**src/hw/rtl/wmmpc_pkg.sv**
```systemverilog
// Shared types and constants for the 3x3 mean/median pixel correction block.
// No dependencies; imported by wmmpc_recon and the top level.
`default_nettype none

package wmmpc_pkg;

    typedef struct packed {
        logic [7:0] pixel_value;
        logic       flush;
    } in_item_t;

    typedef struct packed {
        logic [7:0] corrected_value;
        logic       frame_last;
    } out_item_t;

    // Per-pixel neighborhood info that travels with the window
    typedef struct packed {
        logic valid;
        logic frame_last;
        logic row_top;
        logic row_bot;
        logic col_left;
        logic col_right;
    } win_ctl_t;

    localparam int CFG_IDX_W  = 2;
    localparam int CFG_DATA_W = 12;

    localparam logic [CFG_IDX_W-1:0] REG_IMAGE_WIDTH  = 2'd0;
    localparam logic [CFG_IDX_W-1:0] REG_IMAGE_HEIGHT = 2'd1;

    localparam logic [10:0] IMAGE_WIDTH_RST  = 11'd640;
    localparam logic [11:0] IMAGE_HEIGHT_RST = 12'd480;

    localparam logic [15:0] IN_ROW_CAP = 16'hFFFF;

    // fixed point: values in units of 1/216
    localparam logic [7:0]  SCALE     = 8'd216;
    localparam logic [16:0] TOL       = 17'd216;
    localparam logic [9:0]  DIV_BY    = 10'd648;
    // floor(V/648) == (V * DIV_MUL) >> DIV_SHIFT for V < 2^18
    localparam logic [18:0] DIV_MUL   = 19'd414253;
    localparam int          DIV_SHIFT = 28;

    // 216/n for the neighborhood sizes that occur
    function automatic logic [7:0] mean_factor(input logic [3:0] n);
        logic [7:0] f;
        case (n)
            4'd1:    f = 8'd216;
            4'd2:    f = 8'd108;
            4'd3:    f = 8'd72;
            4'd4:    f = 8'd54;
            4'd6:    f = 8'd36;
            4'd9:    f = 8'd24;
            default: f = 8'd0;
        endcase
        return f;
    endfunction

endpackage

`default_nettype wire

```
**src/hw/rtl/wmmpc_recon.sv**
```systemverilog
// Reconstruction pipeline: 3x3 window -> mean, median, correction, rounded /3.
// Depends on wmmpc_pkg.
`default_nettype none

module wmmpc_recon
    import wmmpc_pkg::*;
(
    input  logic                 clk,
    input  logic                 rst_n,
    input  logic                 en,
    input  logic [2:0][2:0][7:0] win,
    input  win_ctl_t             ctl,
    output logic                 res_valid,
    output out_item_t            res
);

    // ---------------- stage A: mask, sum, count, median by rank
    logic [8:0]       msk;
    logic [8:0][7:0]  vals;
    logic [11:0]      sum_c;
    logic [3:0]       n_c;
    logic [8:0][3:0]  rank;
    logic [7:0]       med_c;
    logic [2:0]       rok;
    logic [2:0]       cok;

    always_comb
    begin
        rok = {ctl.row_bot, 1'b1, ctl.row_top};
        cok = {ctl.col_right, 1'b1, ctl.col_left};
        for (int r = 0; r < 3; r++)
        begin
            for (int c = 0; c < 3; c++)
            begin
                msk[r*3+c]  = rok[r] & cok[c];
                vals[r*3+c] = win[r][c];
            end
        end
        sum_c = '0;
        n_c   = '0;
        for (int k = 0; k < 9; k++)
        begin
            if (msk[k])
            begin
                sum_c = sum_c + 12'(vals[k]);
                n_c   = n_c + 4'd1;
            end
        end
        // stable rank among the in-image values; ties broken by position
        for (int k = 0; k < 9; k++)
        begin
            rank[k] = '0;
            for (int j = 0; j < 9; j++)
            begin
                if (j != k && msk[j] &&
                    (vals[j] < vals[k] || (vals[j] == vals[k] && j < k)))
                    rank[k] = rank[k] + 4'd1;
            end
        end
        med_c = '0;
        for (int k = 0; k < 9; k++)
        begin
            if (msk[k] && rank[k] == (n_c >> 1))
                med_c = med_c | vals[k];
        end
    end

    logic        a_valid_reg;
    logic        a_last_reg;
    logic [11:0] a_sum_reg;
    logic [3:0]  a_n_reg;
    logic [7:0]  a_med_reg;
    logic [7:0]  a_ctr_reg;

    always_ff @(posedge clk or negedge rst_n)
    begin
        if (!rst_n)
            a_valid_reg <= 1'b0;
        else if (en)
            a_valid_reg <= ctl.valid;
    end

    always_ff @(posedge clk)
    begin
        if (en)
        begin
            a_last_reg <= ctl.frame_last;
            a_sum_reg  <= sum_c;
            a_n_reg    <= n_c;
            a_med_reg  <= med_c;
            a_ctr_reg  <= win[1][1];
        end
    end

    // ---------------- stage B: scale to 1/216 units
    logic [19:0] g_prod;
    logic        b_valid_reg;
    logic        b_last_reg;
    logic [15:0] b_f_reg;
    logic [15:0] b_g_reg;
    logic [15:0] b_h_reg;

    assign g_prod = a_sum_reg * mean_factor(a_n_reg);

    always_ff @(posedge clk or negedge rst_n)
    begin
        if (!rst_n)
            b_valid_reg <= 1'b0;
        else if (en)
            b_valid_reg <= a_valid_reg;
    end

    always_ff @(posedge clk)
    begin
        if (en)
        begin
            b_last_reg <= a_last_reg;
            b_f_reg    <= a_ctr_reg * SCALE;
            b_h_reg    <= a_med_reg * SCALE;
            b_g_reg    <= g_prod[15:0];
        end
    end

    // ---------------- stage C: outlier correction, sum of three
    logic [15:0] dfg;
    logic [15:0] dfh;
    logic [15:0] dgh;
    logic [15:0] f_c;
    logic [15:0] g_c;
    logic [16:0] gh_sum;
    logic [16:0] fh_sum;
    logic [17:0] v_c;
    logic        c_valid_reg;
    logic        c_last_reg;
    logic [17:0] c_v_reg;

    always_comb
    begin
        dfg    = (b_f_reg > b_g_reg) ? b_f_reg - b_g_reg : b_g_reg - b_f_reg;
        dfh    = (b_f_reg > b_h_reg) ? b_f_reg - b_h_reg : b_h_reg - b_f_reg;
        dgh    = (b_g_reg > b_h_reg) ? b_g_reg - b_h_reg : b_h_reg - b_g_reg;
        gh_sum = 17'(b_g_reg) + 17'(b_h_reg);
        fh_sum = 17'(b_f_reg) + 17'(b_h_reg);
        f_c    = b_f_reg;
        g_c    = b_g_reg;
        if (17'(dfg) > 17'(dgh) + TOL && 17'(dfh) > 17'(dgh) + TOL)
            f_c = gh_sum[16:1];
        else if (17'(dfg) > 17'(dfh) + TOL && 17'(dgh) > 17'(dfh) + TOL)
            g_c = fh_sum[16:1];
        else if (17'(dfh) > 17'(dfg) + TOL && 17'(dgh) > 17'(dfg) + TOL)
        begin
            f_c = b_h_reg;
            g_c = b_h_reg;
        end
        v_c = 18'(f_c) + 18'(g_c) + 18'(b_h_reg);
    end

    always_ff @(posedge clk or negedge rst_n)
    begin
        if (!rst_n)
            c_valid_reg <= 1'b0;
        else if (en)
            c_valid_reg <= b_valid_reg;
    end

    always_ff @(posedge clk)
    begin
        if (en)
        begin
            c_last_reg <= b_last_reg;
            c_v_reg    <= v_c;
        end
    end

    // ---------------- stage D: reciprocal multiply for /648
    logic        d_valid_reg;
    logic        d_last_reg;
    logic [17:0] d_v_reg;
    logic [36:0] d_prod_reg;

    always_ff @(posedge clk or negedge rst_n)
    begin
        if (!rst_n)
            d_valid_reg <= 1'b0;
        else if (en)
            d_valid_reg <= c_valid_reg;
    end

    always_ff @(posedge clk)
    begin
        if (en)
        begin
            d_last_reg <= c_last_reg;
            d_v_reg    <= c_v_reg;
            d_prod_reg <= c_v_reg * DIV_MUL;
        end
    end

    // ---------------- round to nearest, ties to even
    logic [8:0]  q_fl;
    logic [17:0] q_x648;
    logic [17:0] rem_w;
    logic [10:0] rem2;
    logic [8:0]  q_rnd;

    always_comb
    begin
        q_fl   = d_prod_reg[DIV_SHIFT+8:DIV_SHIFT];
        q_x648 = {q_fl, 9'd0} + {2'd0, q_fl, 7'd0} + {6'd0, q_fl, 3'd0};
        rem_w  = d_v_reg - q_x648;
        rem2   = {rem_w[9:0], 1'b0};
        q_rnd  = q_fl;
        if (rem2 > 11'(DIV_BY) || (rem2 == 11'(DIV_BY) && q_fl[0]))
            q_rnd = q_fl + 9'd1;
        res.corrected_value = q_rnd[8] ? 8'hFF : q_rnd[7:0];
        res.frame_last      = d_last_reg;
    end

    assign res_valid = d_valid_reg;

endmodule

`default_nettype wire
```
**config.mk**
```make
export PLATFORM = sky130hd
export DESIGN_NAME = wmmpc_recon
export DESIGN_NICKNAME = d
export VERILOG_FILES = /design/src/hw/rtl/wmmpc_pkg.sv /design/src/hw/rtl/wmmpc_recon.sv
export SDC_FILE = /design/constraint.sdc
export NUM_CORES = 2
export LEC_CHECK = 0
export BUFFER_PORTS_ARGS = -buffer_cell sky130_fd_sc_hd__buf_4
export CAP_MARGIN = 20
export CORE_MARGIN = 2
export CORE_UTILIZATION = 40
export DETAILED_ROUTE_END_ITERATION = 6
export MAX_ROUTING_LAYER = met4
export PLACE_DENSITY = 0.65
export SLEW_MARGIN = 20
export SYNTH_ARGS = -nofsm -noshare
export SYNTH_HDL_FRONTEND = slang
export SYNTH_SLANG_ARGS = --single-unit
```
**constraint.sdc**
```tcl
create_clock -name clk -period 12.2 [get_ports clk]
set_input_delay 0.61 -clock clk [delete_from_list [all_inputs] [get_ports clk]]
set_output_delay 0.61 -clock clk [all_outputs]
set_load 0.02 [all_outputs]
```
# Word level (Yosys, flattened, before mapping)
# Cells that the tools add are included.
[classes] reduce_logical=113 n_eq_ne=52 add_sub_neg=96 n_mux=109 order_cmp=82 n_bitwise=12 n_mul=4
[op_table] op="$lt 8x8->1" n=72
[op_table] op="$eq 8x8->1" n=36
[op_table] op="$mux 4" n=70
[op_table] op="$add 4x1->4 const B" n=62
[op_table] op="$mux 16" n=9
[op_table] op="$gt 16x17->1" n=6
[op_table] op="$sub 16x16->16" n=6
[op_table] op="$mux 8" n=11
[op_table] op="$add 12x8->12" n=7
[op_table] op="$mux 12" n=7
[op_table] op="$logic_and 1x1->1" n=76
[op_table] op="$or 8x8->8" n=8
[op_table] op="$add 16x16->17" n=3
[op_table] op="$add 16x8->17 const B" n=3
[op_table] op="$gt 16x16->1" n=3
[op_table] op="$pmux 8 s6" n=1
[op_table] op="$logic_or 1x1->1" n=37
[op_table] op="$mul 18x19->37 const B" n=1
[op_table] op="$eq 4x3->1" n=9
[op_table] op="$mul 8x5->13 const B" n=2
[op_table] op="$add 10x10->10" n=2
[op_table] op="$add 1x1->2 const B" n=9
[op_table] op="$add 18x16->18" n=1
[op_table] op="$mul 12x8->16" n=1
[op_table] op="other kinds (12)" n=26
[word_totals] out_inout_bits=10 reg_bits=147 in_bits=81 word_cells=486

# Longest topological paths before layout
[depth] ltp_word=36 ltp_mapped=52 depth_no_buf=50

# Least setup slack after synthesis
# OpenSTA, ideal clock, no wires.
[synth_timing] path_type="register to register" startpoint="register b_f_reg[4]" endpoint="register c_v_reg[16], data pin" path_buffers=3 path_slack_ps=3367 period_less_slack_ps=8833 setup_ps=262 stages_incl_launch_ff=48 arrival_ps=8571 path_cell_list="edfxtp_1 -> inv_1 -> ha_1 -> and4bb_1 -> a2111oi_0 -> o31a_1 -> o21a_1 -> buf_2 -> nor2_2 -> buf_2 -> nor2_1 -> a21o_1 -> inv_1 -> ha_1 -> o21ai_0 -> o21ai_0 -> nor3_1 -> nand3_1 -> [... 12 more ...] -> ha_1 -> a21o_1 -> a21oi_1 -> o21bai_1 -> a21oi_1 -> o21bai_1 -> a21oi_1 -> o21bai_1 -> a21oi_1 -> o21bai_1 -> a21oi_1 -> xnor2_1 -> ha_1 -> a21oi_1 -> o21ai_0 -> a21o_1 -> a21oi_1 -> xor2_1"
[synth_via] elab_chain_cells=10 word_cells_on_any_way=28
[synth_rtl] element="start: declaration" line="wmmpc_recon.sv:99" source="logic [15:0] b_f_reg;"
[synth_rtl] element="start signal: assignment" line="wmmpc_recon.sv:118" source="b_f_reg <= a_ctr_reg * SCALE;"
[synth_rtl] element="$sub 16x16->16 / $gt 16x16->1 (equally long branches)" line="wmmpc_recon.sv:139" source="dfg = (b_f_reg > b_g_reg) ? b_f_reg - b_g_reg : b_g_reg - b_f_reg;"
[synth_rtl] element="$mux 16" line="wmmpc_recon.sv:139"
[synth_rtl] element="$add 16x8->17" line="wmmpc_recon.sv:150" source="else if (17'(dfh) > 17'(dfg) + TOL && 17'(dgh) > 17'(dfg) + TOL)"
[synth_rtl] element="$gt 16x17->1" line="wmmpc_recon.sv:150"
[synth_rtl] element="$logic_and 1x1->1" line="wmmpc_recon.sv:150"
[synth_rtl] element="$mux 16" line="wmmpc_recon.sv:150"
[synth_rtl] element="$mux 16" line="wmmpc_recon.sv:148" source="else if (17'(dfg) > 17'(dfh) + TOL && 17'(dgh) > 17'(dfh) + TOL)"
[synth_rtl] element="$mux 16" line="wmmpc_recon.sv:146" source="if (17'(dfg) > 17'(dgh) + TOL && 17'(dfh) > 17'(dgh) + TOL)"
[synth_rtl] element="$add 16x16->17 (*)" line="wmmpc_recon.sv:155" source="v_c = 18'(f_c) + 18'(g_c) + 18'(b_h_reg);"
[synth_rtl] element="$add 18x16->18 (*)" line="wmmpc_recon.sv:155"
[synth_rtl] element="net v_c[16]" line="wmmpc_recon.sv:132" source="logic [17:0] v_c;"
[synth_rtl] element="end signal: assignment" line="wmmpc_recon.sv:171" source="c_v_reg <= v_c;"
[synth_rtl] element="end: declaration" line="wmmpc_recon.sv:135" source="logic [17:0] c_v_reg;"
# The timed path passes the listed nets; every way through them passes the cells marked *.
# A chain may end at the register's enable or synchronous reset.

# Final worst setup path
[layout_timing] startpoint="register b_h_reg[4]" endpoint="register c_v_reg[16], data pin"
[layout_via] elab_chain_cells=9 word_cells_on_any_way=29
[layout_rtl] element="start: declaration" line="wmmpc_recon.sv:101" source="logic [15:0] b_h_reg;"
[layout_rtl] element="start signal: assignment" line="wmmpc_recon.sv:119" source="b_h_reg <= a_med_reg * SCALE;"
[layout_rtl] element="$sub 16x16->16 (tied with other cells)" line="wmmpc_recon.sv:140" source="dfh = (b_f_reg > b_h_reg) ? b_f_reg - b_h_reg : b_h_reg - b_f_reg;"
[layout_rtl] element="$mux 16, on equally long branches" line="wmmpc_recon.sv:140, wmmpc_recon.sv:141"
[layout_rtl] element="$add 16x8->17 / $gt 16x17->1 (equally long branches)" line="wmmpc_recon.sv:148, wmmpc_recon.sv:150"
[layout_rtl] element="$gt 16x17->1 / $logic_and 1x1->1 (equally long branches)" line="wmmpc_recon.sv:148, wmmpc_recon.sv:150"
[layout_rtl] element="$logic_and 1x1->1 / $mux 16 (equally long branches)" line="wmmpc_recon.sv:148, wmmpc_recon.sv:150"
[layout_rtl] element="$mux 16" line="wmmpc_recon.sv:148"
[layout_rtl] element="$mux 16" line="wmmpc_recon.sv:146"
[layout_rtl] element="$add 16x16->17" line="wmmpc_recon.sv:155"
[layout_rtl] element="$add 18x16->18 (*)" line="wmmpc_recon.sv:155"
[layout_rtl] element="net v_c[16]" line="wmmpc_recon.sv:132"
# Marked as above.

==> metrics <==
DR vias/cell=5.79; worst hold path class=in -> reg; TritonCTS clock tree=built; H-tree depth=4; Buffers on Ports=90; mapped cell area=37800 µm²; post_cts resized=0; largest net degree at the start of global routing=61; max cap viols=0; cell count after synthesis=4483; commonest non-fill, non-tap cell in the layout=ha_1; Critical Path End Type=register; Die Wd=312 µm; CTS root buf=clkbuf_16; final WL=124000 µm; fin crit period=10.81 ns; antenna violations before repair=0; Placed Area=39900 µm²; max reg flops=18; fin worst setup slack=1.39 ns; dpl hpwl=101000 µm; Fin Clk Skew=0.00749 ns; clock slew at reported path FFs=0.05 ns; number of nets in the layout=5674; RSZ-0062 raised after global routing=false; crit path buf inv count=1; FP Rows=112; part of the cycle the worst path needs=88.6%; CTS Sinks=118; Synth cell types=102; register area share after synthesis=9.31%; run status=complete, no violations; Relative slew margins=22.8%; vias=33.5k; final setup fails=0; Pre-antenna DRT Iters=6; CTS Buf Count=17; Post-Syn Nets=5630; endpoints failing hold=0; asr flop ratio synth=3.39%; RD Place Congestion=0.990; Clock Path Buffers=2; Area Overhead vs Synth=6.86%; syn avg cell area=8.44 µm²; worst slack at placement=1.54 ns; design area=40400 µm²; startpoint class of the critical path=register; # DRC=0; share of cells above drive strength 1=4.82%; gr usage total=25.6%; crit path launch=b_h_reg[4]; Die H=312 µm; Crit path required time=12.39 ns; Antenna Cells=0; slowest stage delay, CP=0.63 ns; beginning of the worst register-to-register path=b_h_reg[4]; Reg area=3520 µm²; first-pass GRT wire length=189000 µm; Pins Over Slew Limit=0; Top-Level Pins=91; number of global-route vias before repair=32.4k; clk_lat worst skew=0.44 ns; WL per Instance=21.3 µm; most used cell, CP=a21oi_1; area of the multi-input gates=31800 µm²; reg2reg path depth=44; Yosys Warn Count=0; delay-heaviest family, CP=compound AO/OA/AOI/OAI gates; final non-filler cell total=5794; slowest CP cell=edfxtp_1; Crit path depth=44; most frequent cells in the layout=ha_1, inv_1, a21oi_1; total negative setup slack=0 ns; CORE AREA=93600 µm²; die area=97100 µm²; reg-to-reg critical path endpoint=c_v_reg[16]; WS Path Type=reg -> reg; fillers=9409; ys flop type=edfxtp_1; number of synthesized flops with an enable pin=114; start point of the worst hold path=ctl[4]; initial core utilization=40.4%; Seq cells post-synth=118; Post-CTS Setup Inserts=0; Antenna Violating Nets Remaining=0; reg-to-reg setup timing slack=1.39 ns; Critical path destination=c_v_reg[16]; DRT iter0 DRCs=2712; Worst Max-Slew Pin Slew=1.15 ns; crit-path max FO=22; Congestion Overflow GR=0; f_max=0.0925 GHz; Inst Count DP=5760; worst endpoint data arrival time=10.99 ns
cells in the mapped netlist, types with 23 or more instances:
library cell	number	area [µm²]
nand4_1	92	576
clkbuf_1	48	180
a21o_1	103	773
nor2_1	225	845
a211oi_1	41	308
mux2i_1	41	410
ha_1	895	11200
nor2b_1	70	438
mux2_2	24	270
nand3_1	104	521
nand2b_1	44	275
xor2_1	102	893
o21ai_0	174	871
edfxtp_1	114	3420
nand2_1	253	950
buf_2	25	125
and3_1	78	488
and2_1	66	413
o211ai_1	51	383
a221o_1	27	270
a211o_1	35	307
a21oi_1	303	1520
o21a_1	66	495
inv_1	573	2150
fa_1	171	3420
o21bai_1	60	450
xnor2_1	245	2150
a31oi_1	23	144
nor3_1	86	430
how the worst min path moves through the flow:
stage / to / slack (ns) / cells after the start
after floorplan: a_valid_reg / 0.31 / 0
after global placement: c_last_reg / 0.40 / 0
after detailed placement: res_valid / 0.41 / 1
after CTS: a_last_reg / 0.32 / 1
after global routing: a_last_reg / 0.33 / 1
final: a_last_reg / 0.35 / 1
what timing repair did:
item	in CTS	in global routing
hold buffers	1	0
hold endpoints to repair	4	0
setup endpoints to repair	0	0
per-layer routing:
layer	part of all wire, %	vias to the layer above	track usage [%]
met3	6.1	290	2.34
met5	0	-	-
met1	43	15900	32.0
li1	-	16200	-
met2	46	1196	42.4
met4	4.7	0	10.8
layout make-up:
class / instances / area share (%)
clock inverters: 9 / 0.195
repair buffers: 112 / 2.08
well taps: 1254 / 3.88
multi-input cells: 3699 / 78.6
clock buffers: 23 / 1.18
inverters: 579 / 5.37
flip-flops and latches: 118 / 8.71
per-stage QoR:
stage / utilization [%] / hold slack, ns
2_1_floorplan: - / 0.314
3_3_place_gp: 42.6 / 0.405
3_5_place_dp: 42.6 / 0.407
4_1_cts: 43.2 / 0.325
5_1_grt: 43.2 / 0.329
6_report: 43.2 / 0.350
logic make-up (layout without fill, tap and decap cells):
family                     count (synthesis)  count (layout)  share of synthesized area [%]
DFF                                      118             118                           9.31
buffers and inverters                    666             723                           6.79
AOI/OAI and AO/OA                       1073            1073                           19.0
and+or+nand+nor                         1124            1124                           15.1
adders and majority gates               1067            1067                           38.7
muxes                                     65              65                           1.80
xor gates and xnor gates                 370             370                           9.36
Power is left out: the tool's default activity adds up to more than one toggle a clock period on the data nets, which glitch-free logic cannot reach.
